**src/hdl/rbbe_pkg.sv**
```systemverilog
package rbbe_pkg;

   // default build values
   localparam int SCREEN_WIDTH_DEF   = 320;
   localparam int VRAM_ADDR_BITS_DEF = 17;

   // fixed field widths
   localparam int COORD_W     = 10;
   localparam int BYTE_W      = 8;
   localparam int VRAM_ADDR_W = 17;
   localparam int CSR_ADDR_W  = 3;
   localparam int CSR_DATA_W  = 10;

   // job queue between front and back
   localparam int JOBQ_DEPTH  = 4;

   localparam logic [BYTE_W-1:0] PIXEL_ON  = 8'hFF;
   localparam logic [BYTE_W-1:0] PIXEL_OFF = 8'h00;

   // request opcodes
   localparam logic OP_START = 1'b0;
   localparam logic OP_BYTE  = 1'b1;

   // register indexes
   typedef enum logic [CSR_ADDR_W-1:0] {
      CSR_DEST_X      = 3'd0,
      CSR_DEST_Y      = 3'd1,
      CSR_RECT_WIDTH  = 3'd2,
      CSR_RECT_HEIGHT = 3'd3,
      CSR_BIT_MODE    = 3'd4
   } csr_idx_type;

   typedef struct packed {
      logic              opcode;
      logic [BYTE_W-1:0] src_byte;
   } req_type;

   typedef struct packed {
      logic [VRAM_ADDR_W-1:0] vram_addr;
      logic [BYTE_W-1:0]      pixel;
      logic                   write_valid;
      logic                   last;
   } rsp_type;

   // one classified word for the back end: 1 or 8 writes, or the empty marker
   typedef struct packed {
      logic [VRAM_ADDR_W-1:0] base_addr;
      logic [BYTE_W-1:0]      src_byte;
      logic                   bit_mode;
      logic                   write_valid;
      logic                   last;
   } job_type;

endpackage

```
**src/hdl/rect_blitter_bit_expand_top.sv**
```systemverilog
// an accepted word is queued, then its first result word goes to the output register
// throughput: one source word per cycle in byte mode unless the output stalls;
//    in bit mode each source word expands to eight pixel writes, one per cycle
// a four-entry job queue lets the front keep accepting words while the back expands
// reset: synchronous, active high; clears registers, transfer state, queue and output
module rect_blitter_bit_expand_top #(
   parameter int SCREEN_WIDTH   = rbbe_pkg::SCREEN_WIDTH_DEF,
   parameter int VRAM_ADDR_BITS = rbbe_pkg::VRAM_ADDR_BITS_DEF
) (
   input  logic                            clock,
   input  logic                            reset,
   // request channel
   input  logic                            req_valid,
   output logic                            req_stall,
   input  rbbe_pkg::req_type               req_data,
   // result channel
   output logic                            rsp_valid,
   input  logic                            rsp_stall,
   output rbbe_pkg::rsp_type               rsp_data,
   // register write port
   input  logic                            csr_we,
   input  logic [rbbe_pkg::CSR_ADDR_W-1:0] csr_addr,
   input  logic [rbbe_pkg::CSR_DATA_W-1:0] csr_wdata
);
   import rbbe_pkg::*;

   // front to queue
   logic    job_push;
   job_type job_data;
   logic    job_full;
   // queue to back
   logic    job_pop;
   job_type job_head;
   logic    job_empty;

   // front: register file, transfer position tracking, address of each word
   rbbe_front #(
      .SCREEN_WIDTH   (SCREEN_WIDTH),
      .VRAM_ADDR_BITS (VRAM_ADDR_BITS)
   ) u_front (
      .clock     (clock),
      .reset     (reset),
      .req_valid (req_valid),
      .req_stall (req_stall),
      .req_data  (req_data),
      .csr_we    (csr_we),
      .csr_addr  (csr_addr),
      .csr_wdata (csr_wdata),
      .job_push  (job_push),
      .job_data  (job_data),
      .job_full  (job_full)
   );

   // short queue decoupling word intake from pixel output
   rbbe_jobq u_jobq (
      .clock     (clock),
      .reset     (reset),
      .push      (job_push),
      .push_data (job_data),
      .full      (job_full),
      .pop       (job_pop),
      .head      (job_head),
      .empty     (job_empty)
   );

   // back: one pixel write per cycle into the output register, unless stalled
   rbbe_back #(
      .VRAM_ADDR_BITS (VRAM_ADDR_BITS)
   ) u_back (
      .clock     (clock),
      .reset     (reset),
      .job_head  (job_head),
      .job_empty (job_empty),
      .job_pop   (job_pop),
      .rsp_valid (rsp_valid),
      .rsp_stall (rsp_stall),
      .rsp_data  (rsp_data)
   );

endmodule

```
**src/hdl/rbbe_front.sv**
```systemverilog
module rbbe_front #(
   parameter int SCREEN_WIDTH   = rbbe_pkg::SCREEN_WIDTH_DEF,
   parameter int VRAM_ADDR_BITS = rbbe_pkg::VRAM_ADDR_BITS_DEF
) (
   input  logic                                clock,
   input  logic                                reset,
   input  logic                                req_valid,
   output logic                                req_stall,
   input  rbbe_pkg::req_type                   req_data,
   input  logic                                csr_we,
   input  logic [rbbe_pkg::CSR_ADDR_W-1:0]     csr_addr,
   input  logic [rbbe_pkg::CSR_DATA_W-1:0]     csr_wdata,
   output logic                                job_push,
   output rbbe_pkg::job_type                   job_data,
   input  logic                                job_full
);
   import rbbe_pkg::*;

   localparam int AW = VRAM_ADDR_BITS;

   // configuration registers
   logic [COORD_W-1:0] dest_x_ff, dest_y_ff, width_ff, height_cfg_ff;
   logic               bit_mode_cfg_ff;

   // transfer state
   logic               busy_ff, busy_in;
   logic [COORD_W-1:0] row_ff, row_in, col_ff, col_in;
   logic [COORD_W-1:0] bpr_ff, bpr_in, height_ff, height_in;
   logic               mode_ff, mode_in;
   logic [AW-1:0]      base_ff, base_in;

   logic               accept;
   logic               row_end, final_word;
   logic [AW-1:0]      start_base, col_off, word_addr;
   logic [COORD_W-1:0] start_bpr;

   assign req_stall = job_full;
   assign accept    = req_valid && !job_full;

   assign start_base = AW'(dest_y_ff) * AW'(SCREEN_WIDTH) + AW'(dest_x_ff);
   assign start_bpr  = bit_mode_cfg_ff ? {3'b000, width_ff[COORD_W-1:3]} : width_ff;

   assign row_end    = ({1'b0, col_ff} + 11'd1) >= {1'b0, bpr_ff};
   assign final_word = row_end && (({1'b0, row_ff} + 11'd1) >= {1'b0, height_ff});
   assign col_off    = mode_ff ? AW'({col_ff, 3'b000}) : AW'(col_ff);
   assign word_addr  = base_ff + col_off;

   always_comb begin
      busy_in   = busy_ff;
      row_in    = row_ff;
      col_in    = col_ff;
      bpr_in    = bpr_ff;
      height_in = height_ff;
      mode_in   = mode_ff;
      base_in   = base_ff;
      job_push  = 1'b0;
      job_data  = '0;
      if (accept) begin
         if (req_data.opcode == OP_START) begin
            mode_in   = bit_mode_cfg_ff;
            bpr_in    = start_bpr;
            height_in = height_cfg_ff;
            row_in    = '0;
            col_in    = '0;
            base_in   = start_base;
            if (height_cfg_ff == '0 || start_bpr == '0) begin
               // empty rectangle: single marker word
               busy_in              = 1'b0;
               job_push             = 1'b1;
               job_data.write_valid = 1'b0;
               job_data.last        = 1'b1;
            end else begin
               busy_in = 1'b1;
            end
         end else if (busy_ff) begin
            job_push             = 1'b1;
            job_data.base_addr   = VRAM_ADDR_W'(word_addr);
            job_data.src_byte    = req_data.src_byte;
            job_data.bit_mode    = mode_ff;
            job_data.write_valid = 1'b1;
            job_data.last        = final_word;
            if (row_end) begin
               col_in  = '0;
               row_in  = row_ff + 10'd1;
               base_in = base_ff + AW'(SCREEN_WIDTH);
               if (final_word) begin
                  busy_in = 1'b0;
               end
            end else begin
               col_in = col_ff + 10'd1;
            end
         end
      end
   end

   always_ff @(posedge clock) begin
      if (reset) begin
         dest_x_ff       <= '0;
         dest_y_ff       <= '0;
         width_ff        <= '0;
         height_cfg_ff   <= '0;
         bit_mode_cfg_ff <= 1'b0;
         busy_ff         <= 1'b0;
         row_ff          <= '0;
         col_ff          <= '0;
         bpr_ff          <= '0;
         height_ff       <= '0;
         mode_ff         <= 1'b0;
         base_ff         <= '0;
      end else begin
         if (csr_we) begin
            case (csr_addr)
               CSR_DEST_X:      dest_x_ff       <= csr_wdata;
               CSR_DEST_Y:      dest_y_ff       <= csr_wdata;
               CSR_RECT_WIDTH:  width_ff        <= csr_wdata;
               CSR_RECT_HEIGHT: height_cfg_ff   <= csr_wdata;
               CSR_BIT_MODE:    bit_mode_cfg_ff <= csr_wdata[0];
               default: ;
            endcase
         end
         busy_ff   <= busy_in;
         row_ff    <= row_in;
         col_ff    <= col_in;
         bpr_ff    <= bpr_in;
         height_ff <= height_in;
         mode_ff   <= mode_in;
         base_ff   <= base_in;
      end
   end

   a_busy_dims: assert property (@(posedge clock) disable iff (reset)
      busy_ff |-> (bpr_ff != '0 && height_ff != '0))
      else $error("busy with an empty rectangle");

   a_busy_pos: assert property (@(posedge clock) disable iff (reset)
      busy_ff |-> (row_ff < height_ff && col_ff < bpr_ff))
      else $error("position outside the rectangle");

endmodule

```
**src/hdl/rbbe_jobq.sv**
```systemverilog
module rbbe_jobq (
   input  logic              clock,
   input  logic              reset,
   input  logic              push,
   input  rbbe_pkg::job_type push_data,
   output logic              full,
   input  logic              pop,
   output rbbe_pkg::job_type head,
   output logic              empty
);
   import rbbe_pkg::*;

   localparam int PW = $clog2(JOBQ_DEPTH);
   localparam int CW = $clog2(JOBQ_DEPTH + 1);

   job_type         mem_ff [JOBQ_DEPTH];
   logic [PW-1:0]   wr_ff, wr_in, rd_ff, rd_in;
   logic [CW-1:0]   count_ff, count_in;
   logic            do_push, do_pop;

   assign full    = count_ff == CW'(JOBQ_DEPTH);
   assign empty   = count_ff == '0;
   assign head    = mem_ff[rd_ff];
   assign do_push = push && !full;
   assign do_pop  = pop && !empty;

   always_comb begin
      wr_in    = wr_ff;
      rd_in    = rd_ff;
      count_in = count_ff;
      if (do_push) begin
         wr_in = (wr_ff == PW'(JOBQ_DEPTH - 1)) ? '0 : wr_ff + PW'(1);
      end
      if (do_pop) begin
         rd_in = (rd_ff == PW'(JOBQ_DEPTH - 1)) ? '0 : rd_ff + PW'(1);
      end
      if (do_push && !do_pop) begin
         count_in = count_ff + CW'(1);
      end else if (do_pop && !do_push) begin
         count_in = count_ff - CW'(1);
      end
   end

   always_ff @(posedge clock) begin
      if (do_push) begin
         mem_ff[wr_ff] <= push_data;
      end
      if (reset) begin
         wr_ff    <= '0;
         rd_ff    <= '0;
         count_ff <= '0;
      end else begin
         wr_ff    <= wr_in;
         rd_ff    <= rd_in;
         count_ff <= count_in;
      end
   end

   a_count_range: assert property (@(posedge clock) disable iff (reset)
      count_ff <= CW'(JOBQ_DEPTH))
      else $error("job queue count overflow");

endmodule

```
**src/hdl/rbbe_back.sv**
```systemverilog
module rbbe_back #(
   parameter int VRAM_ADDR_BITS = rbbe_pkg::VRAM_ADDR_BITS_DEF
) (
   input  logic              clock,
   input  logic              reset,
   input  rbbe_pkg::job_type job_head,
   input  logic              job_empty,
   output logic              job_pop,
   output logic              rsp_valid,
   input  logic              rsp_stall,
   output rbbe_pkg::rsp_type rsp_data
);
   import rbbe_pkg::*;

   localparam int AW = VRAM_ADDR_BITS;

   logic          active_ff, active_in;
   logic [2:0]    cnt_ff, cnt_in;
   job_type       job_ff, job_in;
   logic          rsp_valid_ff, rsp_valid_in;
   rsp_type       rsp_ff, rsp_in;

   logic          out_free;
   job_type       cur_job;
   logic [2:0]    cur_idx;
   logic          emit;
   logic [AW-1:0] pix_addr;

   assign out_free = !rsp_valid_ff || !rsp_stall;
   assign job_pop  = out_free && !active_ff && !job_empty;
   assign emit     = out_free && (active_ff || !job_empty);
   assign cur_job  = active_ff ? job_ff : job_head;
   assign cur_idx  = active_ff ? cnt_ff : 3'd0;
   assign pix_addr = AW'(cur_job.base_addr) + AW'(cur_idx);

   always_comb begin
      active_in    = active_ff;
      cnt_in       = cnt_ff;
      job_in       = job_ff;
      rsp_valid_in = rsp_valid_ff;
      rsp_in       = rsp_ff;
      if (out_free) begin
         rsp_valid_in = emit;
         if (emit) begin
            rsp_in.vram_addr   = VRAM_ADDR_W'(pix_addr);
            rsp_in.write_valid = cur_job.write_valid;
            if (cur_job.bit_mode) begin
               // msb first
               rsp_in.pixel = cur_job.src_byte[~cur_idx] ? PIXEL_ON : PIXEL_OFF;
               rsp_in.last  = cur_job.last && (cur_idx == 3'd7);
            end else begin
               rsp_in.pixel = cur_job.src_byte;
               rsp_in.last  = cur_job.last;
            end
            if (active_ff) begin
               cnt_in = cnt_ff + 3'd1;
               if (cnt_ff == 3'd7) begin
                  active_in = 1'b0;
               end
            end else if (job_head.bit_mode) begin
               active_in = 1'b1;
               cnt_in    = 3'd1;
               job_in    = job_head;
            end
         end
      end
   end

   always_ff @(posedge clock) begin
      job_ff <= job_in;
      rsp_ff <= rsp_in;
      if (reset) begin
         active_ff    <= 1'b0;
         cnt_ff       <= '0;
         rsp_valid_ff <= 1'b0;
      end else begin
         active_ff    <= active_in;
         cnt_ff       <= cnt_in;
         rsp_valid_ff <= rsp_valid_in;
      end
   end

   assign rsp_valid = rsp_valid_ff;
   assign rsp_data  = rsp_ff;

   a_active_job: assert property (@(posedge clock) disable iff (reset)
      active_ff |-> (cnt_ff != 3'd0 && job_ff.bit_mode))
      else $error("expansion active without a bit-mode job");

   a_no_pop_mid: assert property (@(posedge clock) disable iff (reset)
      active_ff |-> !job_pop)
      else $error("job popped during expansion");

endmodule
```
**config.mk**
```make
export PLATFORM = sky130hd
export DESIGN_NAME = rect_blitter_bit_expand_top
export DESIGN_NICKNAME = d
export VERILOG_FILES = /design/src/hdl/rbbe_pkg.sv /design/src/hdl/rect_blitter_bit_expand_top.sv /design/src/hdl/rbbe_front.sv /design/src/hdl/rbbe_jobq.sv /design/src/hdl/rbbe_back.sv
export SDC_FILE = /design/constraint.sdc
export NUM_CORES = 1
export LEC_CHECK = 0
export ABC_CLOCK_PERIOD_IN_PS = 7800
export BUFFER_PORTS_ARGS = -buffer_cell sky130_fd_sc_hd__buf_2
export CAP_MARGIN = 20
export CORE_MARGIN = 4
export CORE_UTILIZATION = 56
export CTS_BUF_LIST = sky130_fd_sc_hd__clkbuf_2
export CTS_CLUSTER_DIAMETER = 60
export DETAILED_ROUTE_END_ITERATION = 7
export GPL_ROUTABILITY_DRIVEN = 0
export PLACE_DENSITY = 0.73
export SKIP_LAST_GASP = 1
export SLEW_MARGIN = 20
export SYNTH_ARGS = -nofsm -noshare
export SYNTH_HDL_FRONTEND = slang
export SYNTH_SLANG_ARGS = --single-unit
```
**constraint.sdc**
```tcl
create_clock -name clock -period 7.8 [get_ports clock]
set_clock_uncertainty 0.1 [all_clocks]
set_input_delay 0.39 -clock clock [delete_from_list [all_inputs] [get_ports clock]]
set_output_delay 0.39 -clock clock [all_outputs]
set_load 0.01 [all_outputs]
```
[After elaboration in Yosys (flattened, before gate mapping)]
Memory sizes are Yosys's and may differ from the RTL's. A register that Yosys moved wholly into a read port is not among the register bits.
Index checks and enable logic that the tools add are counted.
Operators by class
  multipliers: 1
  $lt $le $gt $ge: 3
  equal/unequal tests: 11
  reductions and logical operators: 37
  mux-type cells: 45
  bitwise logic cells: 3
  add/subtract/negate cells: 13
Operators with widths (count)
  two-way mux 28 bit: 3
  two-way mux 10 bit: 7
  two-way mux 17 bit: 3
  two-way mux 26 bit: 1
  adder 10 x 1 -> 11 bit, second input constant: 2
  greater-or-equal comparator 11 x 10 -> 1 bit: 2
  adder 10 x 1 -> 10 bit, second input constant: 2
  zero test 10 bit: 2
  adder 17 x 10 -> 17 bit: 1
  adder 17 bit: 1
  adder 17 x 3 -> 17 bit: 1
  adder 17 x 9 -> 17 bit, second input constant: 1
  two-way mux 1 bit: 17
  two-way mux 8 bit: 2
  AND reduction 2 bit: 8
  two-way mux 3 bit: 5
  two-way mux 13 bit: 1
  == test 3 bit, second input constant: 4
  multiplier 10 x 3 -> 11 bit, second input constant: 1
  logical AND 1 bit: 10
  two-way mux 2 bit: 5
  zero test 1 bit: 7
  adder 3 x 1 -> 3 bit, second input constant: 2
  == test 3 x 2 -> 1 bit, second input constant: 2
  14 further kinds: 23
Storage, ports and cells
  bits in writable memories: 112
  input port bits: 27
  memories: 1
  bits in registers: 166
  output and inout bits: 29
  word-level logic and storage cells: 140
Memories
  u_jobq.mem_ff: depth 4, width 28, read ports 1, clocked after Yosys merged registers in 1, wr ports 1, line rbbe_jobq.sv:16  | job_type mem_ff [JOBQ_DEPTH];

[Depth between registers and ports, before layout]
  word-level depth: 11
  gate-level depth with buffers: 15
  mapped depth without buffers: 13

[Modules after synthesis]
From an unflattened synthesis, not the netlist that was laid out.
Second synthesis, totals
  cells, all modules: 1216
  area, all modules: 13595.5 um2
Modules (own cells, without submodules)
  rbbe_front: cells an instance 826, sequential area each 2001.9 um2, area each 6364.9 um2, instances 1
  rbbe_jobq: cells an instance 196, sequential area each 3543.4 um2, area each 4541.9 um2, instances 1
  rbbe_back: cells an instance 194, sequential area each 1721.7 um2, area each 2688.8 um2, instances 1

[Least setup slack after synthesis]
Ideal clock, no wire load.
  kind: flip-flop to flip-flop
  from: reg (tool-made name)
  to: reg u_back.rsp_ff (netlist bit u_back.rsp_data[20]), data pin
  clock period less this slack: 3676 ps
  buffers on the path: 3
  cell stages (with the launch flop): 14
  arrival: 3304 ps
  setup time: 272 ps
  required time: 7428 ps
  path slack: 4124 ps
  cell sequence: dfxtp_1 -> buf_6 -> buf_2 -> buf_2 -> mux4_2 -> mux2_2 -> ha_1 -> fa_1 -> a21oi_1 -> nor4_4 -> and2_1 -> nand2_1 -> xor2_1 -> mux2i_1
RTL lines
  to (signal assigned): line rbbe_back.sv:71  | rsp_ff <= rsp_in;
  to (decl): line rbbe_back.sv:21  | rsp_type rsp_ff, rsp_in;

[Final worst setup path]
  from: reg u_front.col_ff[0]
  to: reg u_front.row_ff[7]
On the way
  word-level cells in the longest chain between the ends: 4
Ends and longest elaborated chain
  from (decl): line rbbe_front.sv:27  | logic [COORD_W-1:0] row_ff, row_in, col_ff, col_in;
  from (signal assigned): line rbbe_front.sv:123  | col_ff <= col_in;
  adder 10 x 1 -> 11 bit: line rbbe_front.sv:43  | assign row_end = ({1'b0, col_ff} + 11'd1) >= {1'b0, bpr_ff};
  greater-or-equal comparator 11 x 10 -> 1 bit: line rbbe_front.sv:43
  inequality test 2 x 1 -> 1 bit (no source line)
  AND reduction 3 bit (no source line)
  to (signal assigned): line rbbe_front.sv:122  | row_ff <= row_in;
  to (decl): line rbbe_front.sv:27
Every way passes these cells.
A chain may end at the register's enable or synchronous reset.

==> metrics <==
Worst-Margin Slew 1.01 ns; Leakage between 5 and 6 nW; die height roughly 160 um; DRT antenna net count 0; I/O pin total 56; GRT Total Usage 21.3%; most common cell after layout, fill and taps aside nand2_1; count of pins over their slew limit 0; final setup violation count 0; Syn Nets about 1.3k; post-CTS setup buffer count 0; count of cell types in the netlist 64; warnings from Yosys 0; Starting Density roughly 57%; DRC viols 0; top_reg_cell synth edfxtp_1; CP Data Required Time 8.41 ns; Routed WL approximately 27000 um; pre-CTS setup slack ~3.7 ns; pwr/cell area ~250 nW/um^2; multi-input logic area about 5900 sq um; CTS Root Cell clkbuf_2; Cell Area, Synth around 13000 sq um; Post-synth ARST share 0%; Final Hold Vio Count 0; worst skew pair latency about 0.84 ns; Yosys reg bits 280; Non-Filler Instances 1698; number of global-route vias before repair 9528; DR vias ~9.4k; Core Region ~24000 sq um; htree depth 3; share of cells above drive strength 1 between 10% and 20%; Critical Path End Type flip-flop; vias per cell around 5.5; hpwl dp about 19000 um; FF+latch area 7270 sq um; Resized cells post-CTS 0; initial DRC count ~570; Setup TNS 0 ns; WS Path Type reg2reg; Avg Cell Area, Syn 11.2 sq um; f_max 0.242 GHz; CTS tree done; min-delay worst type in2reg; Peak VDD IR about 170 uV; TritonCTS buffer count 73; Slew headroom around 32%; max-cap violation count 0; instance count of the mapped netlist about 1.2k; CTS sink count 280; global route overflow 0; cts hold-fix bufs 33; Placed Cells 1536; crit-path max FO 27; Final nets approximately 1.4k; row count 56; Seq/Total Area, Yosys between 50% and 60%; crit path time final approximately 4.1 ns; RSZ-0062 raised after global routing false; Filler cells about 1.9k; die area approximately 27000 sq um; Worst Setup Start Kind flip-flop; Area Growth Syn to Fin 11.3%; CTS clk-pin slew, worst paths between 0.1 and 0.15 ns; DRT Pass-1 Iters 5; Worst EP arrival between 4 and 5 ns; clock buffer depth 3; largest net degree at the start of global routing slightly below 90; most frequent cells in the layout nand2_1, edfxtp_1, dfxtp_1; die width around 160 um; worst setup margin ~3.7 ns; routed wire length per instance approximately 16 um; crit share post-route roughly 53%; status finished, final reports clean; first-pass GRT wire length roughly 46000 um; initial antenna violation count 1; number of enable flip-flop cells after synthesis 166; PortBufs 55
per-stage QoR:
step,hold slack (ns),utilization (%),instance area [sq um],total power [mW]
floorplan,0.332,-,13500,2.56
CTS,0.210,63.6,15000,3.83
global placement,0.345,59.4,14000,2.80
global route,0.221,63.6,15000,4.02
finish,0.304,63.6,15000,3.78
detailed placement,0.347,59.4,14000,2.83
critical path: stages, from the launching register on:
cell and delay (ns):
dfxtp_1 0.46, nand3_1 0.19, nor2_1 0.24, and3_1 0.26, nand3_1 0.15, xnor2_1 0.16, ha_1 0.30, nand3_1 0.10
a2111oi_1 0.58, o21a_1 0.83, nand2_1 0.19, or3_1 0.34, a21oi_1 0.14
flip-flops by register name, summed over array words and instances (netlist names), 10 cells and up, named ones only:
register,flops
u_front.dest_y_ff,10
u_front.height_cfg_ff,10
u_back.rsp_data,27
u_jobq.mem_ff,112
u_back.job_ff,27
u_front.bpr_ff,10
u_front.height_ff,10
u_front.base_ff,17
u_front.row_ff,10
u_front.col_ff,10
u_front.dest_x_ff,10
u_front.width_ff,10
cell families (layout without fill, tap and decap cells):
family / count (synthesis) / after routing / share of synthesized area, %
adder cells (fa/ha/maj): 71 / 71 / 6.86
AND/OR/NAND/NOR: 406 / 406 / 14.0
buffers and inverters: 92 / 263 / 2.73
multiplexers: 68 / 68 / 8.17
other: 0 / 1 / 0
XOR/XNOR: 67 / 67 / 4.35
flip-flops: 280 / 280 / 53.9
AO/OA/AOI/OAI: 223 / 223 / 10.0
synth_stat cells, drive strengths merged (26+ instances only):
cell      n  area, sq um
mux2i    26          273
nand2   188          708
dfxtp   114         2280
inv      39          146
mux4     30          694
xnor2    34          298
nand3    29          145
clkbuf   39          146
edfxtp  166         4980
o21ai    32          160
ha       66          826
xor2     33          289
a21oi   108          552
nor2     78          295
per-layer routing:
metal	track usage, %	up-vias	share of wire [%]
met2	37.4	210	51
met3	4.06	56	4.1
met4	8.35	0	2.6
met1	26.1	4490	42
li1	-	4638	-
met5	0	-	0
final timing paths:
check,startpoint,depth (start not counted),endpoint,slack [ns]
max,u_front.col_ff[0],12,u_front.row_ff[7],3.66
min,csr_wdata[0],4,u_front.dest_y_ff[0],0.30
max reg2reg,u_front.col_ff[0],12,u_front.row_ff[7],3.66
min reg2reg,u_front.dest_x_ff[5],2,u_front.dest_x_ff[5],0.36
final cells by class:
type	count	share of cell area, %
Sequential cell	280	48.4
Multi-Input combinational cell	835	39.1
Timing Repair Buffer	96	4.45
Clock buffer	102	3.40
Tap cell	319	2.66
Clock inverter	26	1.02
Inverter	39	0.975
Antenna cell	1	0.0167
where the power goes:
| part | switching [mW] | internal [mW] |
|---|---|---|
| Sequential | 0.115 | 1.83 |
| Clock | 0.593 | 0.395 |
| Combinational | 0.483 | 0.363 |
No activity file was read; power rests on OpenSTA's default activity.
